## src/sv/fat12_fat16_table_engine_core_assert.svh

```systemverilog
// Assertion macros for the FAT table engine.
`ifndef FAT12_FAT16_TABLE_ENGINE_CORE_ASSERT_SVH
`define FAT12_FAT16_TABLE_ENGINE_CORE_ASSERT_SVH

// Antecedent implies consequent in the same cycle.
`define FATTE_ASSERT_NOW(label, ante, cons) \
    label: assert property (@(posedge aclk) disable iff (!aresetn) (ante) |-> (cons)) \
        else $error("fatte assertion failed");

// Antecedent implies consequent in the next cycle.
`define FATTE_ASSERT_NEXT(label, ante, cons) \
    label: assert property (@(posedge aclk) disable iff (!aresetn) (ante) |=> (cons)) \
        else $error("fatte assertion failed");

`endif

```

## src/sv/fatte_ram.sv

```systemverilog
// Generic single-write, single-read RAM with registered read data.
module fatte_ram #(
    parameter int WIDTH = 8,
    parameter int DEPTH = 256
) (
    input  logic                     aclk,
    input  logic                     we,
    input  logic [$clog2(DEPTH)-1:0] waddr,
    input  logic [WIDTH-1:0]         wdata,
    input  logic [$clog2(DEPTH)-1:0] raddr,
    output logic [WIDTH-1:0]         rdata
);

    logic [WIDTH-1:0] mem [DEPTH];

    always_ff @(posedge aclk) begin
        if (we) begin
            mem[waddr] <= wdata;
        end
        rdata <= mem[raddr];
    end

endmodule

```

## config.mk

```make
export PLATFORM = sky130hd
export DESIGN_NAME = fatte_ram
export DESIGN_NICKNAME = d
export VERILOG_FILES = /design/src/sv/fat12_fat16_table_engine_core_assert.svh /design/src/sv/fatte_ram.sv
export SDC_FILE = /design/constraint.sdc
export NUM_CORES = 2
export LEC_CHECK = 0
export BUFFER_PORTS_ARGS = -buffer_cell sky130_fd_sc_hd__buf_2
export CAP_MARGIN = 15
export CORE_MARGIN = 2
export CORE_UTILIZATION = 30
export DETAILED_ROUTE_END_ITERATION = 10
export PLACE_DENSITY = 0.41
export RECOVER_POWER = 100
export SLEW_MARGIN = 20
export SYNTH_ARGS = -nofsm -noshare
export SYNTH_HDL_FRONTEND = slang
export SYNTH_SLANG_ARGS = --single-unit
```

## constraint.sdc

```tcl
create_clock -name aclk -period 3.59 [get_ports aclk]
set_input_delay 0.359 -clock aclk [delete_from_list [all_inputs] [get_ports aclk]]
set_output_delay 0.359 -clock aclk [all_outputs]
set_load 0.01 [all_outputs]
```

Yosys cells after proc, flatten, opt, wreduce, memory -nomap -nowiden
Memories as Yosys holds them, arrays and structs flattened. A register that Yosys moved wholly into a read port is not among the register bits.
Index checks and enable logic that the tools add are counted.
{"block": "classes", "add_sub_neg": 0, "mul": 0, "div_mod_pow": 0, "n_lt_le_gt_ge": 0, "n_eq_ne": 0, "shifts": 0, "mux": 2, "bitwise_logic": 0, "n_reduce_logical": 0}
{"operator": "1-bit 2-to-1 mux", "count": 2}
{"block": "word_totals", "ff_bits": 0, "latchBits": 0, "mem_bits_rw": 2048, "romBits": 0, "inputBits": 26, "out_inout_bits": 8, "word_cells": 3, "memories": 1}
{"name": "mem", "words": 256, "width": 8, "read_ports": 1, "rd_clocked_by_memory_dff": 1, "write_ports": 1, "line_no": "fatte_ram.sv:14", "source": "logic [WIDTH-1:0] mem [DEPTH];"}

Depth between registers and ports, before layout
{"block": "logic_depth", "word_depth": 2, "mapped_depth": 11, "depth_no_buf": 6}

Least setup slack after synthesis
OpenSTA, ideal clock, no wires.
{"block": "synth_timing", "kind": "input-to-reg", "start": "in raddr[0]", "end": "reg rdata[2], read port of mem", "setup_time_ps": 131, "arrival_ps": 2166, "required_time_ps": 3459, "slack_ps": 1293, "stages": 9, "n_path_buf": 4, "path_cell_list": "buf_6 > buf_12 > buf_8 > buf_2 > mux4_2 > a22oi_1 > a21oi_1 > nor4_1 > nor4_2"}
{"item": "start: declaration", "line_no": "fatte_ram.sv:10", "source": "input logic [$clog2(DEPTH)-1:0] raddr,"}
{"item": "end: declaration", "line_no": "fatte_ram.sv:11", "source": "output logic [WIDTH-1:0] rdata"}

Worst setup path after layout
{"block": "layout_timing", "start": "in waddr[2]", "end": "mem mem[247][0] (enable)"}
{"item": "start: declaration", "line_no": "fatte_ram.sv:8", "source": "input logic [$clog2(DEPTH)-1:0] waddr,"}
{"item": "end: declaration", "line_no": "fatte_ram.sv:14"}
No word-level cell before the write port.

==> results.sh <==
export IMPL_status="finished with violations"
export IMPL_failed_checks="max-capacitance violations, max-slew violations"
export IMPL_finalMaxSlewViolations=853
export IMPL_timing_critical_path_fanout_max=13
export IMPL_grt_setup_unrepaired="no"
export IMPL_timing_critical_path_from="waddr[2]"
export IMPL_synth_area_leader_cell="sky130_fd_sc_hd__edfxtp_1"
export IMPL_cap_violations=16
export IMPL_synth_largest_type_area_fraction=0.7730
export IMPL_final_replace_weighted_congestion=0.7830
export IMPL_grt_total_usage=0.1750
export IMPL_power_mw=51.99
export IMPL_ys_ff_latch=2056
export IMPL_tns_ps=0
export IMPL_placement_rows=189
export IMPL_finalNetCount=4231
export IMPL_post_route_cells_drive_above_1_share=0.2344
export IMPL_final_core_utilization=0.3522
export IMPL_slowest_stage="sky130_fd_sc_hd__clkbuf_1"
export IMPL_multi_input_comb_area_um2=16530
export IMPL_timing_fmax_mhz=310.8
export IMPL_ctsResizeCount=0
export IMPL_wire_per_inst_um=29.98
export IMPL_cts_setup_buffers=0
export IMPL_critical_path_buf_inv_count=3
export IMPL_grt_pass1_vias=40980
export IMPL_synth_commonest_cells="sky130_fd_sc_hd__edfxtp_1 (2048), sky130_fd_sc_hd__mux4_2 (454), sky130_fd_sc_hd__nor2_1 (282)"
export IMPL_instances_no_fill=7941
export IMPL_synthesis_area_per_instance_um2=21.31
export IMPL_insertion_delay_ps=890
export IMPL_timing_final_hold_violations=0
export IMPL_layout_area_seq_um2=61660
export IMPL_crit_chain="clkbuf_1, nor2b_1, buf_4, nand4_1, clkbuf_1, nor2_1"
export IMPL_hpwl_um=149800
export IMPL_cell_type_group_with_the_largest_total_delay_on_the_critical_path="buffers and inverters"
export IMPL_cts_max_path_buffers=3
export IMPL_max_stage_delay_ps=1800
export IMPL_syn_to_final_growth_pct=17.03
export IMPL_synth_cells=3733
export IMPL_hp_start="waddr[0]"
export IMPL_timing_reg2reg_worst_path_depth=7
export IMPL_drt_pre_antenna_iters=7
export IMPL_syn_nets=3759
export IMPL_final_antenna_net_count=0
export IMPL_share_of_the_clock_period_used_by_the_worst_path_after_layout=0.8961
export IMPL_die_y_um=519.0
export IMPL_horizontal_die_dimension_um=519.0
export IMPL_detail_route_vias_per_cell=4.997
export IMPL_cts_htree_levels=4
export IMPL_initial_standard_cell_utilization_of_the_core=0.3009
export IMPL_drt_wl_total_um=238100
export IMPL_port_buffer_count=33
export IMPL_number_of_cells_on_the_worst_hold_path=3
export IMPL_worst_path_most_repeated_cell="sky130_fd_sc_hd__clkbuf_1"
export IMPL_finalClockSkew_ps=64.44
export IMPL_io_pins=34
export IMPL_postSynth_topFlopCell="sky130_fd_sc_hd__edfxtp_1"
export IMPL_syn_area_um2=79560
export IMPL_tightest_slew_ps=3353
export IMPL_power_leakage_nw=28.45
export IMPL_synth_seq_area_share=0.7750
export IMPL_initial_antenna_violation_count=21
export IMPL_ctsRootBufferMaster="sky130_fd_sc_hd__clkbuf_16"
export IMPL_slew_headroom=-1.236
export IMPL_drtIter0Drc=3730
export IMPL_core_area_um2=264400
export IMPL_vias=39680
export IMPL_hold_worst_slack_ps=216.3
export IMPL_crit_required_ps=4020
export IMPL_place_inst=7508
export IMPL_tritoncts_num_buffers=224
export IMPL_reg2reg_from="mem[83][6]"
export IMPL_synth_cell_types=55
export IMPL_die_area_um2=269300
export IMPL_tritoncts_clock_tree="done"
export IMPL_worst_hold_path_type="in2reg"
export IMPL_final_setup_viol_count=0
export IMPL_path_depth=6
export IMPL_synth_yosys_warnings=0
export IMPL_cp_end_kind="flop"
export IMPL_start_kind="primary input"
export IMPL_power_density_cell_area_nw_per_um2=558.4
export IMPL_ctsHoldBuffers=4
export IMPL_synth_async_reset_ratio=0
export IMPL_numClockSinks=2056
export IMPL_period_needed_ps=3217
export IMPL_power_ir_vdd_worst_v=0.0005356
export IMPL_synth_most_common_cell="sky130_fd_sc_hd__edfxtp_1"
export IMPL_filler_cells=24820
export IMPL_route_detailed_drc=0
export IMPL_clk_transition_reported_paths_ps=60
export IMPL_largest_net_degree_at_the_start_of_global_routing=134
export IMPL_timing_worst_setup_path_type="in2reg"
export IMPL_timing_critical_path_arrival_ps=3640
export IMPL_grt_pass1_wl_um=331700
export IMPL_edff_count_synth=2048
export IMPL_synth_top_cells_by_area="sky130_fd_sc_hd__edfxtp_1 (77%), sky130_fd_sc_hd__mux4_2 (13%), sky130_fd_sc_hd__mux2i_1 (1.7%)"
export IMPL_grt_remaining_overflow=0
==> final timing paths <==
kind	end	slack, ps
setup / recovery	mem[247][0]	370
hold / removal	mem[171][0]	220
setup reg to reg	rdata[6]	880
hold reg to reg	rdata[4]	1120
==> sequential cells by signal, indices dropped and copies added, names as in the netlist <==
| name | flops |
|---|---|
| mem | 2048 |
| rdata | 8 |
==> per-stage QoR <==
stage / worst slack (ps) / instance area (um2)
finish: 372.8 / 93100
global route: 328.1 / 93090
CTS: 674.8 / 94140
detailed placement: -281.3 / 86890
global placement: -314.6 / 86880
floorplan: 1293 / 79560
==> area by class of cell <==
cell class	instances	area share
Clock buffer	285	0.06277
Tap cell	3533	0.04748
Sequential cell	2056	0.6623
Multi-Input combinational cell	1442	0.1776
Timing Repair Buffer	479	0.03485
Clock inverter	134	0.01469
Inverter	2	0.00008063
Antenna cell	10	0.0002688
==> cells by family (layout without fill, tap and decap cells) <==
kind of cell    Yosys count  after routing  synth area share
simple gates            466            466           0.02628
compound gates          385            385           0.03419
other cells               0             10                 0
flops                  2056           2056            0.7750
mux                     591            591            0.1462
buf+inv                 235            900           0.01831
==> layer usage <==
metal  GRT usage  part of all wire  vias to the layer above  routed length, um
li1            -                 -                    16700                  -
met1      0.2423              0.44                    21580             104700
met5           0                 0                        -                  0
met3     0.03327             0.055                      314              13170
met4     0.05283             0.027                        0               6536
met2      0.2791              0.48                     1087             113700
==> worst register-to-register path, cell delays in order (launching register included) <==
cell and delay, ps:
sky130_fd_sc_hd__edfxtp_1 350, sky130_fd_sc_hd__mux4_2 540, sky130_fd_sc_hd__a22o_1 310, sky130_fd_sc_hd__a221oi_2 540, sky130_fd_sc_hd__o32ai_2 190, sky130_fd_sc_hd__nor3_1 330
sky130_fd_sc_hd__buf_4 210, sky130_fd_sc_hd__nor4_2 50
==> layout by cell type, fill, tap and decap left out, drive strengths merged, types with 4 or more instances in the layout <==
| cell type | instances |
|---|---|
| o221ai | 47 |
| dfxtp | 8 |
| o21ai | 12 |
| a22oi | 133 |
| nor4 | 27 |
| mux2i | 134 |
| nand2 | 33 |
| diode | 10 |
| edfxtp | 2048 |
| nor3 | 22 |
| nand2b | 8 |
| nand3 | 34 |
| a221oi | 14 |
| o211ai | 10 |
| clkinv | 104 |
| nand4 | 10 |
| o22a | 5 |
| a21oi | 96 |
| buf | 222 |
| and2 | 6 |
| mux4 | 456 |
| a211oi | 16 |
| o32ai | 5 |
| a22o | 8 |
| a2111oi | 5 |
| nor2b | 31 |
| nor2 | 282 |
| bufinv | 20 |
| clkbuf | 538 |
| inv | 10 |
| o22ai | 28 |
| dlygate4sd3 | 4 |
| or2 | 4 |
==> where the power goes <==
| group | switching [mW] | total [mW] | internal, mW |
|---|---|---|---|
| sequential | 0.0679 | 26.6 | 26.5 |
| combinational | 1.73 | 2.66 | 0.925 |
| clock | 9.79 | 22.8 | 13.0 |
(Power assumes the default switching activity.)
